$ cat src/hdl/eap_sim_attribute_deframer_unit_defines.svh
// assertion macros shared by the deframer modules
`ifndef EAP_SIM_ATTRIBUTE_DEFRAMER_UNIT_DEFINES_SVH
`define EAP_SIM_ATTRIBUTE_DEFRAMER_UNIT_DEFINES_SVH

// same-cycle implication, checked outside reset
`define EAPSA_ASSERT_IMPLY(lbl, ante, cons, msg) \
    lbl: assert property (@(posedge i_clk) disable iff (!i_rst_n) (ante) |-> (cons)) \
        else $error(msg);

// next-cycle implication, checked outside reset
`define EAPSA_ASSERT_NEXT(lbl, ante, cons, msg) \
    lbl: assert property (@(posedge i_clk) disable iff (!i_rst_n) (ante) |=> (cons)) \
        else $error(msg);

`endif

$ cat src/hdl/eapsa_pkg.sv
package eapsa_pkg;

    // largest attribute, header included, whose bytes are emitted
    localparam int MAX_ATTR_BYTES = 256;
    localparam int BIA_W          = 10;
    localparam logic [BIA_W-1:0] MAX_LIM = BIA_W'(MAX_ATTR_BYTES);

    localparam logic [2:0] BODY_MIN = 3'd5;

    // result queue
    localparam int FIFO_DEPTH = 4;
    localparam int FIFO_AW    = $clog2(FIFO_DEPTH);
    localparam int FIFO_CW    = $clog2(FIFO_DEPTH + 1);

    typedef enum logic [2:0] {
        PH_SUBTYPE,
        PH_RES1,
        PH_RES2,
        PH_TYPE,
        PH_LEN,
        PH_VALUE,
        PH_ERR
    } t_phase;

    typedef enum logic [1:0] {
        KIND_SUBTYPE = 2'd0,
        KIND_VALUE   = 2'd1,
        KIND_STATUS  = 2'd2
    } t_kind;

    typedef enum logic [2:0] {
        ST_OK       = 3'd0,
        ST_SHORT    = 3'd1,
        ST_HDR_CUT  = 3'd2,
        ST_OVERRUN  = 3'd3,
        ST_ZERO_LEN = 3'd4
    } t_status;

    typedef struct packed {
        t_kind       kind;
        logic [7:0]  attr_type;
        logic [15:0] attr_index;
        logic [7:0]  out_byte;
        logic        value_end;
        t_status     status;
    } t_result;

    // up to two results caused by one input item, in output order
    typedef struct packed {
        logic    v0;
        t_result r0;
        logic    v1;
        t_result r1;
    } t_push;

endpackage

$ cat src/hdl/eapsa_parser.sv
`include "eap_sim_attribute_deframer_unit_defines.svh"

module eapsa_parser
    import eapsa_pkg::*;
(
    input  logic       i_clk,
    input  logic       i_rst_n,
    input  logic       i_fire,
    input  logic [7:0] i_byte,
    input  logic       i_fin,
    output t_push      o_push
);

    t_phase            r_phase,    n_phase;
    logic [2:0]        r_body_cnt, n_body_cnt;
    logic [7:0]        r_type,     n_type;
    logic [7:0]        r_units,    n_units;
    logic [BIA_W-1:0]  r_bia,      n_bia;
    logic [15:0]       r_attr_cnt, n_attr_cnt;
    t_status           r_err,      n_err;

    logic [BIA_W-1:0]  full;
    logic [BIA_W-1:0]  lim;
    logic [BIA_W-1:0]  bia_inc;
    t_status           fin_st;
    t_push             push;

    assign full    = {r_units, 2'b00};
    assign lim     = (full > MAX_LIM) ? MAX_LIM : full;
    assign bia_inc = r_bia + 1'b1;

    always_comb begin
        n_phase    = r_phase;
        n_body_cnt = (r_body_cnt < BODY_MIN) ? r_body_cnt + 3'd1 : r_body_cnt;
        n_type     = r_type;
        n_units    = r_units;
        n_bia      = r_bia;
        n_attr_cnt = r_attr_cnt;
        n_err      = r_err;
        push       = '0;
        fin_st     = ST_OK;

        if (r_err == ST_OK) begin
            case (r_phase)
                PH_SUBTYPE: begin
                    push.v0          = 1'b1;
                    push.r0.kind     = KIND_SUBTYPE;
                    push.r0.out_byte = i_byte;
                    n_phase          = PH_RES1;
                end
                PH_RES1: n_phase = PH_RES2;
                PH_RES2: n_phase = PH_TYPE;
                PH_TYPE: begin
                    n_type  = i_byte;
                    n_phase = PH_LEN;
                end
                PH_LEN: begin
                    n_units = i_byte;
                    if (i_byte == 8'd0) begin
                        n_err   = ST_ZERO_LEN;
                        n_phase = PH_ERR;
                    end else begin
                        n_bia   = BIA_W'(2);
                        n_phase = PH_VALUE;
                    end
                end
                PH_VALUE: begin
                    if (r_bia < lim) begin
                        push.v0            = 1'b1;
                        push.r0.kind       = KIND_VALUE;
                        push.r0.attr_type  = r_type;
                        push.r0.attr_index = r_attr_cnt;
                        push.r0.out_byte   = i_byte;
                        push.r0.value_end  = (bia_inc == lim);
                    end
                    n_bia = bia_inc;
                    if (bia_inc >= full) begin
                        n_attr_cnt = r_attr_cnt + 16'd1;
                        n_bia      = '0;
                        n_phase    = PH_TYPE;
                    end
                end
                default: ;
            endcase
        end

        if (i_fin) begin
            if (n_body_cnt < BODY_MIN) begin
                fin_st = ST_SHORT;
            end else if (n_err != ST_OK) begin
                fin_st = n_err;
            end else if (n_phase == PH_TYPE) begin
                fin_st = ST_OK;
            end else if (n_phase == PH_LEN) begin
                fin_st = ST_HDR_CUT;
            end else begin
                fin_st = ST_OVERRUN;
            end
            push.v1            = 1'b1;
            push.r1.kind       = KIND_STATUS;
            push.r1.attr_index = n_attr_cnt;
            push.r1.status     = fin_st;
            // body done: back to the start state
            n_phase    = PH_SUBTYPE;
            n_body_cnt = '0;
            n_type     = '0;
            n_units    = '0;
            n_bia      = '0;
            n_attr_cnt = '0;
            n_err      = ST_OK;
        end
    end

    assign o_push = i_fire ? push : '0;

    always_ff @(posedge i_clk) begin
        if (!i_rst_n) begin
            r_phase    <= PH_SUBTYPE;
            r_body_cnt <= '0;
            r_type     <= '0;
            r_units    <= '0;
            r_bia      <= '0;
            r_attr_cnt <= '0;
            r_err      <= ST_OK;
        end else if (i_fire) begin
            r_phase    <= n_phase;
            r_body_cnt <= n_body_cnt;
            r_type     <= n_type;
            r_units    <= n_units;
            r_bia      <= n_bia;
            r_attr_cnt <= n_attr_cnt;
            r_err      <= n_err;
        end
    end

    `EAPSA_ASSERT_IMPLY(a_body_sat, 1'b1, r_body_cnt <= BODY_MIN, "body count past saturation")
    `EAPSA_ASSERT_IMPLY(a_err_phase, r_err != ST_OK, r_phase == PH_ERR, "error without error phase")
    `EAPSA_ASSERT_NEXT(a_fin_clear, i_fire && i_fin, r_phase == PH_SUBTYPE && r_attr_cnt == 16'd0 && r_err == ST_OK, "state not cleared after final byte")

endmodule

$ cat src/hdl/eapsa_ofifo.sv
`include "eap_sim_attribute_deframer_unit_defines.svh"

module eapsa_ofifo
    import eapsa_pkg::*;
(
    input  logic    i_clk,
    input  logic    i_rst_n,
    input  t_push   i_push,
    input  logic    i_pop,
    output logic    o_valid,
    output logic    o_room,
    output t_result o_head
);

    t_result              r_mem [FIFO_DEPTH];
    logic [FIFO_AW-1:0]   r_wr,  n_wr;
    logic [FIFO_AW-1:0]   r_rd,  n_rd;
    logic [FIFO_CW-1:0]   r_cnt, n_cnt;

    logic                 w0, w1;
    t_result              d0;
    logic [FIFO_CW-1:0]   num;
    logic [FIFO_AW-1:0]   wr1;

    // a lone status result moves into the first slot
    assign w0  = i_push.v0 || i_push.v1;
    assign w1  = i_push.v0 && i_push.v1;
    assign d0  = i_push.v0 ? i_push.r0 : i_push.r1;
    assign num = FIFO_CW'(w0) + FIFO_CW'(w1);
    assign wr1 = r_wr + 1'b1;

    assign n_wr  = r_wr + FIFO_AW'(num);
    assign n_rd  = i_pop ? r_rd + 1'b1 : r_rd;
    assign n_cnt = r_cnt + num - FIFO_CW'(i_pop);

    always_ff @(posedge i_clk) begin
        if (w0) begin
            r_mem[r_wr] <= d0;
        end
        if (w1) begin
            r_mem[wr1] <= i_push.r1;
        end
    end

    always_ff @(posedge i_clk) begin
        if (!i_rst_n) begin
            r_wr  <= '0;
            r_rd  <= '0;
            r_cnt <= '0;
        end else begin
            r_wr  <= n_wr;
            r_rd  <= n_rd;
            r_cnt <= n_cnt;
        end
    end

    assign o_valid = (r_cnt != '0);
    assign o_room  = (r_cnt <= FIFO_CW'(FIFO_DEPTH - 2));
    assign o_head  = r_mem[r_rd];

    `EAPSA_ASSERT_IMPLY(a_cnt_max, 1'b1, r_cnt <= FIFO_CW'(FIFO_DEPTH), "result queue overflow")
    `EAPSA_ASSERT_IMPLY(a_push_room, w0, o_room, "push without room for two items")
    `EAPSA_ASSERT_NEXT(a_cnt_hold, !w0 && !i_pop, $stable(r_cnt), "count moved without push or pop")

endmodule

$ cat src/hdl/eap_sim_attribute_deframer_unit.sv
// eap-sim attribute deframer
//
// slave channel: one body byte per item, tdata = data byte, tlast = final byte
// of the body. master channel: one result per item. tuser = kind (subtype,
// attribute value byte, end status), tlast = last emitted value byte of an
// attribute, tdata = attr_type, attr_index, out_byte, status (low bit up).
//
// an accepted byte waits in the input register until the queue has room, is
// parsed there and its results (at most two: a subtype or value byte and, on
// the final byte, the end status) go into a four-entry result queue, so a
// byte passes the input register and the queue before its result handshake. a
// byte is taken every cycle while the queue holds two items or fewer, so the
// sustained rate is one byte per cycle; a final byte adds one more result.
//
// reset clears the parser to expect a subtype byte and empties the queue.
// when the receiver stalls the queue fills, the input register holds its
// byte and tready drops; no result is lost or repeated.
module eap_sim_attribute_deframer_unit
    import eapsa_pkg::*;
(
    input  logic        i_clk,
    input  logic        i_rst_n,
    input  logic        i_s_axis_tvalid,
    output logic        o_s_axis_tready,
    input  logic [7:0]  i_s_axis_tdata,   // data_byte
    input  logic        i_s_axis_tlast,   // final_byte
    output logic        o_m_axis_tvalid,
    input  logic        i_m_axis_tready,
    output logic [39:0] o_m_axis_tdata,   // attr_type, attr_index, out_byte, status, zero fill
    output logic [1:0]  o_m_axis_tuser,   // kind
    output logic        o_m_axis_tlast    // value_end
);

    // input register
    logic       r_in_vld, n_in_vld;
    logic [7:0] r_in_byte;
    logic       r_in_fin;

    logic       load;
    logic       fire;
    logic       room;
    logic       pop;
    t_push      push;
    t_result    head;

    // parse when the queue can take two more items
    assign fire            = r_in_vld && room;
    assign o_s_axis_tready = !r_in_vld || fire;
    assign load            = i_s_axis_tvalid && o_s_axis_tready;
    assign n_in_vld        = load ? 1'b1 : (fire ? 1'b0 : r_in_vld);

    always_ff @(posedge i_clk) begin
        if (!i_rst_n) begin
            r_in_vld <= 1'b0;
        end else begin
            r_in_vld <= n_in_vld;
        end
    end

    // payload needs no reset
    always_ff @(posedge i_clk) begin
        if (load) begin
            r_in_byte <= i_s_axis_tdata;
            r_in_fin  <= i_s_axis_tlast;
        end
    end

    eapsa_parser u_parser (
        .i_clk   (i_clk),
        .i_rst_n (i_rst_n),
        .i_fire  (fire),
        .i_byte  (r_in_byte),
        .i_fin   (r_in_fin),
        .o_push  (push)
    );

    assign pop = o_m_axis_tvalid && i_m_axis_tready;

    eapsa_ofifo u_ofifo (
        .i_clk   (i_clk),
        .i_rst_n (i_rst_n),
        .i_push  (push),
        .i_pop   (pop),
        .o_valid (o_m_axis_tvalid),
        .o_room  (room),
        .o_head  (head)
    );

    // pack result fields, first field lowest
    assign o_m_axis_tdata = {5'b0, head.status, head.out_byte, head.attr_index, head.attr_type};
    assign o_m_axis_tuser = head.kind;
    assign o_m_axis_tlast = head.value_end;

endmodule
$ cat config.mk
export PLATFORM = sky130hd
export DESIGN_NAME = eap_sim_attribute_deframer_unit
export DESIGN_NICKNAME = d
export VERILOG_FILES = /design/src/hdl/eapsa_pkg.sv /design/src/hdl/eapsa_parser.sv /design/src/hdl/eapsa_ofifo.sv /design/src/hdl/eap_sim_attribute_deframer_unit.sv
export VERILOG_INCLUDE_DIRS = /design/src /design/src/hdl
export SDC_FILE = /design/constraint.sdc
export NUM_CORES = 1
export LEC_CHECK = 0
export ABC_AREA = 0
export BUFFER_PORTS_ARGS = -buffer_cell sky130_fd_sc_hd__clkbuf_2
export CORE_AREA = 5 5 142 144
export CTS_CLUSTER_SIZE = 25
export DETAILED_ROUTE_END_ITERATION = 8
export DIE_AREA = 0 0 147 149
export PLACE_DENSITY = 0.85
export SYNTH_ARGS = -nofsm -noshare
export SYNTH_HDL_FRONTEND = slang
export SYNTH_SLANG_ARGS = --single-unit
$ cat constraint.sdc
create_clock -name i_clk -period 5 [get_ports i_clk]
set_input_delay 0.75 -clock i_clk [delete_from_list [all_inputs] [get_ports i_clk]]
set_output_delay 0.75 -clock i_clk [all_outputs]
set_load 0.05 [all_outputs]
==> results of run 1 <==
-- registers in the layout, summed over array words and instances (netlist names), 2 cells and up, named ones only --
signal / count
u_ofifo.r_mem: 152
u_parser.r_err: 3
u_parser.r_body_cnt: 3
u_ofifo.r_cnt: 3
u_parser.r_type: 8
u_parser.r_units: 8
u_ofifo.r_rd: 2
r_in_byte: 8
u_parser.r_phase: 3
u_ofifo.r_wr: 2
u_parser.r_bia: 10
u_parser.r_attr_cnt: 16
-- power by group --
part | internal [mW] | switching, mW
registers | 2.05 | 0.143
logic | 0.423 | 0.850
clock network | 1.07 | 0.703
total | 3.55 | 1.70
-- layout make-up --
type / instances / area (sq um)
repair buffers: 74 / 425
clock buffers: 38 / 747
flip-flops and latches: 222 / 5340
inverters: 33 / 129
fillers: 1367 / 6300
clock inverters: 5 / 56.3
multi-input cells: 772 / 5300
well taps: 234 / 293
-- synthesized netlist by cell type, types with 22 or more instances --
cell / n
nand2_1: 149
dfxtp_1: 133
edfxtp_1: 89
o21ai_0: 85
nor2_1: 72
a21oi_1: 57
clkbuf_1: 55
mux4_2: 38
a22o_1: 34
inv_1: 28
a21o_1: 27
ha_1: 26
or3_1: 25
a22oi_1: 22
-- per-layer routing --
metal	wire length (microns)	vias to the layer above	GRT usage (%)
li1	-	4128	-
met3	2680	77	4.31
met2	13000	500	41.8
met5	0	-	0
met1	11000	4233	33.1
met4	820	0	8.15
-- stage by stage --
stage | hold slack (ns) | worst slack, ns | util, % | cells | area, sq um
4_1_cts | 0.401 | 0.546 | 66.1 | 1378 | 12300
6_report | 0.409 | 0.478 | 66.1 | 1378 | 12300
3_3_place_gp | 0.429 | 0.789 | 61.8 | 1335 | 11500
2_1_floorplan | 0.420 | 0.514 | - | 1103 | 11100
5_1_grt | 0.409 | 0.263 | 66.1 | 1378 | 12300
3_5_place_dp | 0.435 | 0.601 | 61.8 | 1335 | 11500
-- kinds of logic (layout without fill, tap and decap cells) --
family	after synthesis	after routing	synth area share [%]
adder cells (fa/ha/maj)	27	27	3.11
multiplexers	42	42	8.10
XOR/XNOR	18	18	1.42
flip-flops	222	222	48.1
buffers and inverters	109	150	4.27
AND/OR/NAND/NOR	361	361	16.1
other	2	6	0.0677
AO/OA/AOI/OAI	318	318	18.8
-- path summary, 6_finish.rpt --
kind / to
setup / recovery: u_ofifo.r_mem[1][19]$_DFFE_PP_
hold / removal: r_in_byte[6]$_DFFE_PP_
setup reg to reg: u_ofifo.r_mem[1][19]$_DFFE_PP_
hold reg to reg: u_ofifo.r_mem[0][30]$_SDFFE_PP0P_
==> impl_metrics.env, run 1 <==
export IMPL_antenna_found_initial=0
export IMPL_netlist_area_sq_um=11100
export IMPL_ys_seq_area_share_pct=48.1
export IMPL_hold_viol=0
export IMPL_layout_common_cells="nand2_1 (149), dfxtp_1 (131), edfxtp_1 (89), o21ai_0 (85), nor2_1 (72)"
export IMPL_io_buffers=52
export IMPL_drt_iter0_drc=1006
export IMPL_postCtsSetupBuffers=0
export IMPL_grt_pass1_wl_microns=44600
export IMPL_maxCapViolCount=0
export IMPL_cts_tree="built"
export IMPL_p_per_area_nw_per_um2=427
export IMPL_chipWidth_microns=147
export IMPL_synthArstFlopShare_pct=0
export IMPL_synth_edff_count=89
export IMPL_vias_per_cell=6.49
export IMPL_clkLatencyLatePin_ns=0.52
export IMPL_power_leakage_nw=4.64
export IMPL_wl_microns=27500
export IMPL_critPathBufInv=4
export IMPL_grt_overflow=0
export IMPL_worstPathRequired_ns=5.35
export IMPL_slew_viol_final=0
export IMPL_drc=0
export IMPL_vias=8938
export IMPL_min_from="i_s_axis_tdata[6]"
export IMPL_grt_pass1_vias=8622
export IMPL_crit_chain="inv_1 > nand2_1 > inv_1 > nand2_1 > ha_1 > a21oi_1 > a31oi_1 > or4_1 > nand2_4 > inv_6 > ha_1 > or3b_1 > and2_1 > inv_2 > nand3_1 > o21a_1 > or3_1 > o211ai_1"
export IMPL_layout_commonest_cell="nand2_1"
export IMPL_postRouteAntennaNets=0
export IMPL_clk_transition_reported_paths_ns=0.06
export IMPL_die_h_microns=149
export IMPL_rsz0062_at_grt="false"
export IMPL_grt_max_degree=55
export IMPL_cts_sinks=222
export IMPL_post_cts_resized=0
export IMPL_arrival_ns=4.87
export IMPL_period_share_pct=90.4
export IMPL_hold_class="primary input to register"
export IMPL_critPathKind="register to register"
export IMPL_relSlewSlack_pct=13.4
export IMPL_num_antenna_cells=0
export IMPL_worst_clock_skew_ns=0.0131
export IMPL_cp_max_fo=11
export IMPL_tns_ns=0
export IMPL_wl_per_cell_microns=20.0
export IMPL_drive_gt1_share_pct=15.7
export IMPL_critPathLaunch="u_parser.r_units[6]$_SDFFE_PN0P_"
export IMPL_grt_usage_pct=24.9
export IMPL_timing_rr_start="u_parser.r_units[6]$_SDFFE_PN0P_"
export IMPL_synth_top_area_share_pct=24.1
export IMPL_syn_inst=1099
export IMPL_fin_crit_ns=4.52
export IMPL_yosysWarnings=0
export IMPL_synth_seq_cells=222
export IMPL_die_area_sq_um=21900
export IMPL_finalPower_mw=5.25
export IMPL_yosysUniqueCellTypes=76
export IMPL_rows=50
export IMPL_cpPeakStageDelay_ns=0.64
export IMPL_areaGrowthSynthToFinish_pct=10.8
export IMPL_tightestPinTransition_ns=1.29
export IMPL_crit_family="simple AND/OR/NAND/NOR gates"
export IMPL_ys_flop_type="dfxtp_1"
export IMPL_worst_setup_path_end_kind="register"
export IMPL_status="finished, final reports clean"
export IMPL_r2r_slack_ns=0.48
export IMPL_r2r_cells=18
export IMPL_cpMaxStageDelayCell="or4_1"
export IMPL_holdPathStages=1
export IMPL_cts_htree_levels=1
export IMPL_first_pass_iters=5
export IMPL_place_hpwl_microns=18300
export IMPL_start_util_pct=59.7
export IMPL_pin_count=58
export IMPL_setup_viol=0
export IMPL_gp_congestion=0.937
export IMPL_cts_hold_buffers=0
export IMPL_achievable_frequency_mhz=221
export IMPL_synth_area_leaders="edfxtp_1 (24%), dfxtp_1 (24%), mux4_2 (7.7%)"
export IMPL_cts_root_buffer_cell="clkbuf_16"
export IMPL_cp_num_cells=18
export IMPL_clk_path_buf_depth=3
export IMPL_worstSetupStartpointType="register"
export IMPL_cts_made_buffers=24
export IMPL_nets=1167
export IMPL_avgSynthCellArea_sq_um=10.1
export IMPL_peakVddDrop_mv=0.253
export IMPL_core_sq_um=18600
export IMPL_synth_area_leader_cell="edfxtp_1"
Note: power is estimated with default switching activity, not from simulation.
==> run 2: changes to the inputs <==
- BUFFER_PORTS_ARGS: -buffer_cell sky130_fd_sc_hd__clkbuf_2 -> default
- DONT_BUFFER_PORTS: default -> 1
- PLACE_DENSITY: 0.85 -> 0.82
- RECOVER_POWER: default -> 25
==> run 2 against run 1 <==
Net effect:
- the flow now finishes with violations (capacitance limit, slew limit)
- non-clock buffer count is 51 lower
- clock power hardly changed
- hold slack worse by 0.079 ns
- global-route usage is 0.056 points lower
- critical path depth stayed put
- sequential power is 2% higher
- largest cell class unchanged
- highest routed layer unchanged
- count of clock-buffer cells in the layout is 7 lower
- combinational power is 10% lower
- die area stayed put
- register-to-register slack better by 0.04 ns
- largest power group unchanged
- core utilization is 1.4 points lower
==> impl_metrics.env, run 2 (synthesis results as in run 1) <==
export IMPL_status="finished, violations left"
export IMPL_violations="capacitance limit, slew limit"
export IMPL_grt_max_degree=55
export IMPL_postLayoutCoreUtil_pct=64.7
export IMPL_nets=1116
export IMPL_largest_register_ff_count=152
export IMPL_areaGrowthSynthToFinish_pct=8.38
export IMPL_p_per_area_nw_per_um2=430
export IMPL_cts_htree_levels=1
export IMPL_postRouteAntennaNets=0
export IMPL_layout_commonest_cell="nand2_1"
export IMPL_worst_clock_skew_ns=0.00981
export IMPL_drive_gt1_share_pct=11.6
export IMPL_layoutNonFillerInstCount=1327
export IMPL_cts_tree="built"
export IMPL_die_area_sq_um=21900
export IMPL_crit_chain="inv_1 > nand2_1 > inv_1 > nand2_1 > ha_1 > a21oi_1 > a31oi_1 > or4_1 > nand2_1 > inv_6 > ha_1 > or3b_1 > and2_1 > inv_2 > nand3_1 > o21a_1 > or3_1 > o211ai_1"
export IMPL_worstPathRequired_ns=5.34
export IMPL_power_frac_comb_pct=22.0
export IMPL_cts_made_buffers=24
export IMPL_layout_common_cells="nand2_1 (150), dfxtp_1 (132), edfxtp_1 (89), o21ai_0 (85), nor2_1 (72)"
export IMPL_core_sq_um=18600
export IMPL_worst_setup_path_end_kind="register"
export IMPL_tns_ns=0
export IMPL_drt_iter0_drc=984
export IMPL_seqPwrFrac_pct=43.1
export IMPL_first_pass_iters=6
export IMPL_cp_num_cells=18
export IMPL_period_share_pct=89.7
export IMPL_critPathKind="register to register"
export IMPL_drc=0
export IMPL_vias=8634
export IMPL_clkLatencyLatePin_ns=0.52
export IMPL_achievable_frequency_mhz=223
export IMPL_pin_count=58
export IMPL_rows=50
export IMPL_regMostFlops="u_ofifo.r_mem"
export IMPL_hold_viol=0
export IMPL_worstSetupStartpointType="register"
export IMPL_postCtsSetupBuffers=0
export IMPL_p_sw_mw=1.69
export IMPL_cp_max_fo=11
export IMPL_power_leakage_nw=4.42
export IMPL_grt_pass1_vias=8235
export IMPL_top_regs="u_ofifo.r_mem: 152 flops, u_parser.r_attr_cnt: 16 flops, u_parser.r_bia: 10 flops"
export IMPL_antenna_found_initial=0
export IMPL_clk_path_buf_depth=3
export IMPL_relSlewSlack_pct=-19.6
export IMPL_hold_class="primary input to register"
export IMPL_wl_per_cell_microns=20.7
export IMPL_swShare_pct=32.6
export IMPL_crit_family="simple AND/OR/NAND/NOR gates"
export IMPL_rsz0062_at_grt="false"
export IMPL_cpMaxStageDelayCell="or4_1"
export IMPL_vias_per_cell=6.51
export IMPL_clk_transition_reported_paths_ns=0.06
export IMPL_place_hpwl_microns=18500
export IMPL_cts_hold_buffers=0
export IMPL_cts_sinks=222
export IMPL_internal_power_mw=3.49
export IMPL_maxCapViolCount=1
export IMPL_tightestPinTransition_ns=1.79
export IMPL_peakVddDrop_mv=0.263
export IMPL_chipWidth_microns=147
export IMPL_holdPathStages=0
export IMPL_num_antenna_cells=0
export IMPL_clock_power_share_pct=34.9
export IMPL_slew_viol_final=29
export IMPL_start_util_pct=59.7
export IMPL_dp_cells=1284
export IMPL_post_cts_resized=0
export IMPL_wl_microns=27500
export IMPL_cts_root_buffer_cell="clkbuf_16"
export IMPL_r2r_cells=18
export IMPL_grt_pass1_wl_microns=44300
export IMPL_setup_viol=0
export IMPL_cpPeakStageDelay_ns=0.60
export IMPL_cp_common_cell="nand2_1"
export IMPL_arrival_ns=4.83
export IMPL_gp_congestion=0.932
export IMPL_die_h_microns=149
export IMPL_fin_crit_ns=4.49
export IMPL_critPathBufInv=4
export IMPL_grt_overflow=0
export IMPL_io_buffers=0
export IMPL_grt_usage_pct=24.8
==> run 2: changes by cell type in the layout (fill, tap and decap cells not counted), moves of 3 or more <==
cell	change
and2_0	+3
and2_1	-3
clkbuf_2	-53
clkinv_2	+5
buf_4	-3
==> run 2: power by group through the flow <==
stage | Sequential, mW | Clock, mW | Combinational, mW
2_1_floorplan | 2.14 | 0 | 1.05
3_3_place_gp | 2.25 | 0 | 1.12
3_5_place_dp | 2.26 | 0 | 1.14
4_1_cts | 2.23 | 1.83 | 1.14
5_1_grt | 2.25 | 1.91 | 1.19
6_report | 2.23 | 1.81 | 1.14
==> run 2: area by class of cell <==
class                   count  area [sq um]
flip-flops and latches    222          5340
inverters                  33           129
clock buffers              31           688
repair buffers             23           158
clock inverters            12           126
well taps                 234           293
fillers                  1411          6560
multi-input cells         772          5290
==> run 2: path summary, 6_finish.rpt <==
kind	slack, ns	end	from
setup / recovery	0.51	u_ofifo.r_mem[1][19]$_DFFE_PP_	u_parser.r_units[7]$_SDFFE_PN0P_
hold / removal	0.33	r_in_byte[3]$_DFFE_PP_	i_s_axis_tdata[3]
setup reg to reg	0.51	u_ofifo.r_mem[1][19]$_DFFE_PP_	u_parser.r_units[7]$_SDFFE_PN0P_
hold reg to reg	0.45	u_ofifo.r_mem[3][28]$_SDFFE_PP0P_	u_ofifo.r_mem[3][28]$_SDFFE_PP0P_
==> run 2: stage by stage <==
step	instance area (sq um)	hold slack, ns	power [mW]	setup slack, ns
CTS	12000	0.318	5.20	0.694
global placement	11200	0.428	3.38	0.809
global route	12000	0.310	5.35	0.198
detailed placement	11200	0.438	3.41	0.704
floorplan	11100	0.420	3.19	0.514
finish	12000	0.330	5.17	0.513
==> run 2: worst register-to-register path: stages (launching register included) <==
cell and delay (ns):
dfxtp_1 0.33, inv_1 0.08, nand2_1 0.14, inv_1 0.29
nand2_1 0.11, ha_1 0.31, a21oi_1 0.16, a31oi_1 0.12
or4_1 0.60, nand2_1 0.24, inv_6 0.13, ha_1 0.26
or3b_1 0.37, and2_1 0.19, inv_2 0.06, nand3_1 0.12
o21a_1 0.33, or3_1 0.36, o211ai_1 0.12
==> run 2: per-layer routing <==
metal / vias to the layer above / part of all wire [%] / GRT usage, %
met5: - / 0 / 0
met4: 0 / 2.0 / 6.34
met3: 51 / 8.3 / 4.41
met2: 393 / 48 / 41.3
met1: 4170 / 41 / 34.1
li1: 4020 / - / -
